`src/hw/rtl/y2r_pkg.sv`:
```
package y2r_pkg;

  // Configuration register indexes
  typedef enum logic [1:0] {
    REG_SRC_WIDTH  = 2'd0,
    REG_SRC_HEIGHT = 2'd1,
    REG_OUT_WIDTH  = 2'd2,
    REG_OUT_HEIGHT = 2'd3
  } cfg_idx_t;

  localparam logic [11:0] SRC_WIDTH_RST  = 12'd1280;
  localparam logic [11:0] SRC_HEIGHT_RST = 12'd720;
  localparam logic [11:0] OUT_WIDTH_RST  = 12'd368;
  localparam logic [11:0] OUT_HEIGHT_RST = 12'd207;

  // Queue between classifier and converter
  localparam int Q_DEPTH = 4;
  localparam int Q_AW    = 2;

  // BT.601 full-range coefficients, scaled by 256
  localparam logic signed [16:0] K_RV = 17'sd359;
  localparam logic signed [16:0] K_GU = 17'sd88;
  localparam logic signed [16:0] K_GV = 17'sd183;
  localparam logic signed [16:0] K_BU = 17'sd454;
  localparam logic signed [9:0]  CHROMA_OFS = 10'sd128;

  typedef struct packed {
    logic [7:0] luma;
    logic [7:0] chroma_blue;
    logic [7:0] chroma_red;
  } in_t;

  typedef struct packed {
    logic [15:0] pixel_be;
    logic        row_end;
    logic        frame_end;
  } out_t;

  // One picked pixel on its way to the converter
  typedef struct packed {
    in_t  pix;
    logic row_end;
    logic frame_end;
  } job_t;

endpackage

```
`src/hw/rtl/yuv420_to_rgb565_scaler.sv`:
```
// Nearest-neighbour downscaler with full-range BT.601 YUV to big-endian
// RGB565 conversion. Push one source pixel (luma plus its co-sited chroma)
// per transfer in raster order; one result comes out for every source pixel
// that falls on the output grid, flagged with row_end and frame_end. The block
// sustains one source pixel per clock while full is low: the front classifier
// decides on a pixel in the cycle it is transferred, using its column and row
// counters and two accumulators (one add and compare each), and the converter
// behind the four-entry queue is a two-stage pipeline (constant multiplies,
// then add, clamp and pack into the output register), so a picked pixel goes
// through a queue entry, the stage-one registers and the output register to
// the result side. Full is high while a configuration write is offered, for
// one cycle after reset and after every configuration write while the
// counters reload from the new sizes, and whenever the queue is full.
// Every configuration write restarts the frame; write only while the block is
// idle. Output sizes above the source sizes are taken as the source sizes.
module yuv420_to_rgb565_scaler #(
  parameter int MAX_WIDTH  = 2048,
  parameter int MAX_HEIGHT = 2048
) (
  input  logic              clk,
  input  logic              rst,
  // source pixel side
  input  logic              push,
  output logic              full,
  input  y2r_pkg::in_t      source,
  // result side
  output logic              empty,
  input  logic              pop,
  output y2r_pkg::out_t     result,
  // configuration writes
  input  logic              cfg_valid,
  output logic              cfg_ready,
  input  y2r_pkg::cfg_idx_t cfg_index,
  input  logic [11:0]       cfg_data
);

  logic          q_push, q_full, q_pop, q_empty;
  y2r_pkg::job_t q_in, q_out;

  // configuration is taken in any cycle
  assign cfg_ready = 1'b1;

  // classify: advance counters, pick pixels on the output grid
  y2r_front #(
    .MAX_WIDTH (MAX_WIDTH),
    .MAX_HEIGHT(MAX_HEIGHT)
  ) u_front (
    .clk      (clk),
    .rst      (rst),
    .push     (push),
    .full     (full),
    .source   (source),
    .cfg_valid(cfg_valid),
    .cfg_index(cfg_index),
    .cfg_data (cfg_data),
    .q_full   (q_full),
    .q_push   (q_push),
    .q_job    (q_in)
  );

  // decouple the classifier from the converter
  y2r_fifo u_queue (
    .clk    (clk),
    .rst    (rst),
    .wr     (q_push),
    .wr_data(q_in),
    .full   (q_full),
    .rd     (q_pop),
    .rd_data(q_out),
    .empty  (q_empty)
  );

  // convert and hold results until popped
  y2r_back u_back (
    .clk    (clk),
    .rst    (rst),
    .q_empty(q_empty),
    .q_job  (q_out),
    .q_pop  (q_pop),
    .empty  (empty),
    .pop    (pop),
    .result (result)
  );

endmodule

```
`src/hw/rtl/y2r_front.sv`:
```
module y2r_front #(
  parameter int MAX_WIDTH  = 2048,
  parameter int MAX_HEIGHT = 2048
) (
  input  logic              clk,
  input  logic              rst,
  input  logic              push,
  output logic              full,
  input  y2r_pkg::in_t      source,
  input  logic              cfg_valid,
  input  y2r_pkg::cfg_idx_t cfg_index,
  input  logic [11:0]       cfg_data,
  input  logic              q_full,
  output logic              q_push,
  output y2r_pkg::job_t     q_job
);

  localparam int CW  = $clog2(MAX_WIDTH + 1);
  localparam int RW  = $clog2(MAX_HEIGHT + 1);
  localparam int CAW = 2 * CW + 1;
  localparam int RAW = 2 * RW + 1;

  logic [11:0] src_width, src_height, out_width, out_height;
  logic        restart;

  logic [CW-1:0] sw, ow, scol, ocol;
  logic [RW-1:0] sh, oh, srow, orow;
  logic signed [CAW-1:0] cacc, cacc_next;
  logic signed [RAW-1:0] racc, racc_next;

  logic col_pick, row_pick, accept, line_end, frame_last, last_col;

  always_comb begin
    if (src_width == 12'd0) begin
      sw = CW'(1);
    end else if (src_width > MAX_WIDTH) begin
      sw = CW'(MAX_WIDTH);
    end else begin
      sw = CW'(src_width);
    end
    if (src_height == 12'd0) begin
      sh = RW'(1);
    end else if (src_height > MAX_HEIGHT) begin
      sh = RW'(MAX_HEIGHT);
    end else begin
      sh = RW'(src_height);
    end
    ow = (out_width > sw) ? sw : CW'(out_width);
    oh = (out_height > sh) ? sh : RW'(out_height);
  end

  assign col_pick = (cacc >= 0) && (cacc < $signed(CAW'(ow))) && (ocol < ow);
  assign row_pick = (racc >= 0) && (racc < $signed(RAW'(oh))) && (orow < oh);

  assign full       = q_full || restart || cfg_valid;
  assign accept     = push && !full;
  assign line_end   = (scol + CW'(1)) >= sw;
  assign frame_last = (srow + RW'(1)) >= sh;
  assign last_col   = (ocol + CW'(1)) == ow;

  assign cacc_next = cacc - $signed(CAW'(ow)) + (col_pick ? $signed(CAW'(sw)) : CAW'(0));
  assign racc_next = racc - $signed(RAW'(oh)) + (row_pick ? $signed(RAW'(sh)) : RAW'(0));

  assign q_push          = accept && col_pick && row_pick;
  assign q_job.pix       = source;
  assign q_job.row_end   = last_col;
  assign q_job.frame_end = last_col && ((orow + RW'(1)) == oh);

  always_ff @(posedge clk) begin
    if (rst) begin
      src_width  <= y2r_pkg::SRC_WIDTH_RST;
      src_height <= y2r_pkg::SRC_HEIGHT_RST;
      out_width  <= y2r_pkg::OUT_WIDTH_RST;
      out_height <= y2r_pkg::OUT_HEIGHT_RST;
      restart    <= 1'b1;
      scol       <= '0;
      ocol       <= '0;
      srow       <= '0;
      orow       <= '0;
      cacc       <= '0;
      racc       <= '0;
    end else begin
      restart <= 1'b0;
      if (cfg_valid) begin
        unique case (cfg_index)
          y2r_pkg::REG_SRC_WIDTH:  src_width  <= cfg_data;
          y2r_pkg::REG_SRC_HEIGHT: src_height <= cfg_data;
          y2r_pkg::REG_OUT_WIDTH:  out_width  <= cfg_data;
          y2r_pkg::REG_OUT_HEIGHT: out_height <= cfg_data;
        endcase
        restart <= 1'b1;
      end
      if (restart) begin
        // reload from the registers as they now stand
        scol <= '0;
        ocol <= '0;
        srow <= '0;
        orow <= '0;
        cacc <= $signed(CAW'(sw >> 1));
        racc <= $signed(RAW'(sh >> 1));
      end else if (accept) begin
        if (!line_end) begin
          scol <= scol + CW'(1);
          cacc <= cacc_next;
          if (col_pick) begin
            ocol <= ocol + CW'(1);
          end
        end else begin
          scol <= '0;
          ocol <= '0;
          cacc <= $signed(CAW'(sw >> 1));
          if (frame_last) begin
            srow <= '0;
            orow <= '0;
            racc <= $signed(RAW'(sh >> 1));
          end else begin
            srow <= srow + RW'(1);
            racc <= racc_next;
            if (row_pick) begin
              orow <= orow + RW'(1);
            end
          end
        end
      end
    end
  end

endmodule

```
`src/hw/rtl/y2r_fifo.sv`:
```
module y2r_fifo (
  input  logic          clk,
  input  logic          rst,
  input  logic          wr,
  input  y2r_pkg::job_t wr_data,
  output logic          full,
  input  logic          rd,
  output y2r_pkg::job_t rd_data,
  output logic          empty
);

  y2r_pkg::job_t entries [y2r_pkg::Q_DEPTH];

  logic [y2r_pkg::Q_AW-1:0] wr_ptr, rd_ptr;
  logic [y2r_pkg::Q_AW:0]   count;
  logic                     do_wr, do_rd;

  assign full    = count == (y2r_pkg::Q_AW + 1)'(y2r_pkg::Q_DEPTH);
  assign empty   = count == '0;
  assign do_wr   = wr && !full;
  assign do_rd   = rd && !empty;
  assign rd_data = entries[rd_ptr];

  always_ff @(posedge clk) begin
    if (do_wr) begin
      entries[wr_ptr] <= wr_data;
    end
  end

  always_ff @(posedge clk) begin
    if (rst) begin
      wr_ptr <= '0;
      rd_ptr <= '0;
      count  <= '0;
    end else begin
      if (do_wr) begin
        wr_ptr <= wr_ptr + 1'b1;
      end
      if (do_rd) begin
        rd_ptr <= rd_ptr + 1'b1;
      end
      count <= count + (y2r_pkg::Q_AW + 1)'(do_wr) - (y2r_pkg::Q_AW + 1)'(do_rd);
    end
  end

endmodule

```
`src/hw/rtl/y2r_back.sv`:
```
module y2r_back (
  input  logic          clk,
  input  logic          rst,
  input  logic          q_empty,
  input  y2r_pkg::job_t q_job,
  output logic          q_pop,
  output logic          empty,
  input  logic          pop,
  output y2r_pkg::out_t result
);

  function automatic logic [7:0] clamp8(input logic signed [10:0] x);
    logic [7:0] c;
    if (x < 0) begin
      c = 8'd0;
    end else if (x > 11'sd255) begin
      c = 8'd255;
    end else begin
      c = x[7:0];
    end
    return c;
  endfunction

  logic                  s1_v, s2_v;
  logic                  s1_ready, s2_ready;
  logic [7:0]            s1_y;
  logic signed [16:0]    s1_r, s1_g, s1_b;
  logic                  s1_row_end, s1_frame_end;
  logic signed [9:0]     u, v;
  logic signed [10:0]    rs, gs, bs;
  logic [7:0]            r8, g8, b8;
  logic [15:0]           px;

  assign s2_ready = !s2_v || pop;
  assign s1_ready = !s1_v || s2_ready;
  assign q_pop    = !q_empty && s1_ready;
  assign empty    = !s2_v;

  assign u = $signed({2'b00, q_job.pix.chroma_blue}) - y2r_pkg::CHROMA_OFS;
  assign v = $signed({2'b00, q_job.pix.chroma_red}) - y2r_pkg::CHROMA_OFS;

  // stage 2: add floored terms, clamp, pack
  assign rs = $signed({3'b000, s1_y}) + 11'(s1_r >>> 8);
  assign gs = $signed({3'b000, s1_y}) - 11'(s1_g >>> 8);
  assign bs = $signed({3'b000, s1_y}) + 11'(s1_b >>> 8);
  assign r8 = clamp8(rs);
  assign g8 = clamp8(gs);
  assign b8 = clamp8(bs);
  assign px = {r8[7:3], g8[7:2], b8[7:3]};

  always_ff @(posedge clk) begin
    if (q_pop) begin
      s1_y         <= q_job.pix.luma;
      s1_r         <= 17'(v * y2r_pkg::K_RV);
      s1_g         <= 17'(u * y2r_pkg::K_GU) + 17'(v * y2r_pkg::K_GV);
      s1_b         <= 17'(u * y2r_pkg::K_BU);
      s1_row_end   <= q_job.row_end;
      s1_frame_end <= q_job.frame_end;
    end
    if (s1_v && s2_ready) begin
      result.pixel_be  <= {px[7:0], px[15:8]};
      result.row_end   <= s1_row_end;
      result.frame_end <= s1_frame_end;
    end
  end

  always_ff @(posedge clk) begin
    if (rst) begin
      s1_v <= 1'b0;
      s2_v <= 1'b0;
    end else begin
      if (s1_ready) begin
        s1_v <= q_pop;
      end
      if (s2_ready) begin
        s2_v <= s1_v;
      end
    end
  end

endmodule

```
`config.mk`:
```
export PLATFORM = sky130hd
export DESIGN_NAME = yuv420_to_rgb565_scaler
export DESIGN_NICKNAME = d
export VERILOG_FILES = /design/src/hw/rtl/y2r_pkg.sv /design/src/hw/rtl/yuv420_to_rgb565_scaler.sv /design/src/hw/rtl/y2r_front.sv /design/src/hw/rtl/y2r_fifo.sv /design/src/hw/rtl/y2r_back.sv
export SDC_FILE = /design/constraint.sdc
export NUM_CORES = 1
export LEC_CHECK = 0
export ABC_AREA = 1
export BUFFER_PORTS_ARGS = -buffer_cell sky130_fd_sc_hd__buf_4
export CORE_ASPECT_RATIO = 0.6
export CORE_MARGIN = 3
export CORE_UTILIZATION = 50
export DETAILED_ROUTE_END_ITERATION = 16
export PLACE_DENSITY = 0.66
export SLEW_MARGIN = 15
export SYNTH_ARGS = -nofsm -noshare
export SYNTH_HDL_FRONTEND = slang
export SYNTH_SLANG_ARGS = --single-unit
```
`constraint.sdc`:
```
create_clock -name clk -period 11.1 [get_ports clk]
set_input_delay 0.555 -clock clk [delete_from_list [all_inputs] [get_ports clk]]
set_output_delay 0.555 -clock clk [all_outputs]
set_load 0.05 [all_outputs]
```
==> results_dict.tcl <==
set metrics [dict create \
    status "completed" \
    postRouteAntennaNets 0 \
    skew_ns 0.02317 \
    synth-seq-area-share_pct 32.21 \
    grt_max_degree 73 \
    synth_area_um2 24640 \
    setup_viol 0 \
    regArea_um2 7939 \
    coreArea_um2 48250 \
    fp.dieArea_um2 52070 \
    worstPathRequired_ns 11.48 \
    slowest_delay_ns 0.58 \
    crit_type "register to register" \
    netlist.area_leader.share_pct 19.37 \
    synth_top_area_cell "edfxtp_1" \
    grt_setup_unrepaired "no" \
    rr_worst_depth 46 \
    dr.pass1.iters 5 \
    maxSlewViolCount 0 \
    crit_path_max_fanout 14 \
    grt_pass1_vias 18878 \
    synthArstFlopShare_pct 0 \
    clock_path_buffers 3 \
    die_y_um 178.0 \
    finalNetCount 3552 \
    routed_wl_mm 70.74 \
    synthTopCellsByArea "edfxtp_1 19%, ha_1 17%, dfxtp_1 13%" \
    cts_tree "built" \
    max-slew-margin-rel_pct 26.99 \
    synth_cell_types 56 \
    r2r-start "u_front.src_height[4]$_SDFFE_PP1P_" \
    timing.critical_path.mode_cell "nand2_1" \
    yosysWarnings 0 \
    synth_area_per_cell_um2 8.163 \
    synth-seq-cells 317 \
    fp-row-count 62 \
    start_util_pct 51.07 \
    final.fill_count 4329 \
    antennaDiodeCount 0 \
    grt_pass1_wl_mm 110.5 \
    cts_buffers 34 \
    synth_edf_count 159 \
    gp_congestion 0.9859 \
    period_share_pct 77.63 \
    root_buffer "clkbuf_16" \
    ys.flop_type "edfxtp_1" \
    worst_pin_slew_ns 1.084 \
    fmax_mhz 116.1 \
    avgViaCountPerCell 5.451 \
    max_cap_violations 0 \
    clock_sink_count 317 \
    drive_gt1_share_pct 7.482 \
    cts_resized 0 \
    crit_slowest_cell "o21ai_0" \
    htree_levels 2 \
    syn_to_final_growth_pct 9.763 \
    clk-insertion-delay-late_ns 0.55 \
    drtIter0Drc 1998 \
    dp_hpwl_mm 55.49 \
    wire_per_inst_um 18.84 \
    endpoint "u_front.racc[14]$_SDFFE_PP0P_" \
    multi_input_area_um2 14370 \
    ctsHoldBuffers 0 \
    port_buffers 62 \
    vias 20464 \
    syn_nets 3483 \
    start_kind "register" \
    timing.rr.end "u_front.racc[14]$_SDFFE_PP0P_" \
    setup_tns_ns 0 \
    min_path_type "primary input to register" \
    cp.arrival_ns 9.00 \
    crit_path_end_kind "register" \
    antenna_found_initial 0 \
    drc 0 \
    track_usage_pct 27.27 \
    cp-startpoint "u_front.src_height[4]$_SDFFE_PP1P_" \
    postSynthCellCount 3019 \
    post-route-min-period_ns 8.617 \
    finalHoldViolCount 0 \
    r2r_slack_ns 2.48 \
    die_x_um 292.6 \
    postCtsSetupBuffers 0 \
    gr-total-overflow 0 \
    ios 64 \
    clkTransAtPathRegs_ns 0.07 \
]
layer usage:
| layer | wire length, µm | global-route usage (%) | vias up |
|---|---|---|---|
| li1 | - | - | 9975 |
| met1 | 37680 | 47.03 | 9595 |
| met2 | 24100 | 32.65 | 836 |
| met3 | 8056 | 6.867 | 58 |
| met4 | 904 | 3.840 | 0 |
| met5 | 0 | 0 | - |
cells by family (layout without fill, tap and decap cells):
logic type	Yosys count	in the layout	synth area share [%]
AOI/OAI and AO/OA	553	553	12.52
buffers and inverters	615	710	9.520
other	1	1	0.01522
and+or+nand+nor	977	977	16.86
adders and majority gates	421	421	24.09
xor gates and xnor gates	135	135	4.798
DFF	317	317	32.21
cell usage in the layout, fill, tap and decap left out, types with 44 or more instances in the layout:
master and instances:
inv_1 542, nor2_1 206, nand2_1 534, o21ai_0 173, xnor2_1 44, nand3_1 124
edfxtp_1 159, ha_1 332, a21oi_1 254, dfxtp_1 157, xor2_1 91, fa_1 89
buf_4 95
worst min path at each step:
stage | start | endpoint | slack [ns] | cells after the start
3_3_place_gp | u_back.s1_frame_end$_DFFE_PP_ | u_back.result[0]$_DFFE_PP_ | 0.40 | 0
5_1_grt | source[17] | u_queue.entries[3][19]$_DFFE_PP_ | 0.19 | 1
6_report | source[17] | u_queue.entries[3][19]$_DFFE_PP_ | 0.21 | 1
2_1_floorplan | u_back.s1_frame_end$_DFFE_PP_ | u_back.result[0]$_DFFE_PP_ | 0.40 | 0
3_5_place_dp | u_back.s1_row_end$_DFFE_PP_ | u_back.result[1]$_DFFE_PP_ | 0.42 | 0
4_1_cts | source[18] | u_queue.entries[2][20]$_DFFE_PP_ | 0.19 | 1
cell type report:
cell class	instances	area share, %
clock inverter	19	0.8604
sequential	317	29.35
inverter	553	7.674
timing repair buffer	95	2.637
clock buffer	43	3.381
tap	640	2.960
multi-input combinational	2087	53.14
stage by stage:
step	util (%)	cells	cell area [µm²]	setup slack [ns]	hold slack [ns]
after detailed placement	53.68	3692	25900	2.778	0.4177
after global placement	53.68	3692	25900	3.069	0.4048
after floorplan	-	3019	24640	4.619	0.4003
final	56.06	3754	27050	2.483	0.2114
after global routing	56.06	3754	27050	1.757	0.1948
after CTS	56.06	3754	27050	2.744	0.1916
synthesized netlist by cell type (3+ instances only):
master       n
a211oi_1     7
o21bai_1    11
a21o_1       8
or2_2       20
nor4_1       8
a31oi_1     10
inv_1      542
o21ai_0    173
a21oi_1    255
clkbuf_1    51
nor2_1     210
fa_1        89
buf_2        3
o21ai_1      4
buf_4        3
nor2_4       3
nand3_1    124
ha_1       332
clkinv_1     6
o21a_1       8
nor3_1      18
nand4_1     18
o2111ai_1    3
buf_6        3
inv_2        5
nand2_2     22
o22ai_1     17
o211ai_1    26
a21oi_2     12
nand3_2      5
a32oi_1      8
xnor2_1     44
edfxtp_1   159
nand2_4      3
nand2_1    534
xor2_1      91
dfxtp_1    158
sequential cells by signal, indices dropped and copies added, names as in the netlist, 18 cells and up, named ones only:
| signal | cells |
|---|---|
| u_front.cacc | 25 |
| u_queue.entries | 104 |
| u_back.result | 18 |
| u_front.racc | 25 |
critical path, delay by kind of cell, from the launching register on:
kind	cells	cell delay (ns)
adder cells (fa/ha/maj)	4	1.62
flip-flops	1	0.40
AO/OA/AOI/OAI	8	2.48
buffers and inverters	5	0.89
AND/OR/NAND/NOR	29	3.01
Power is left out: the tool's default activity adds up to more than one toggle a clock period on the data nets, which glitch-free logic cannot reach.
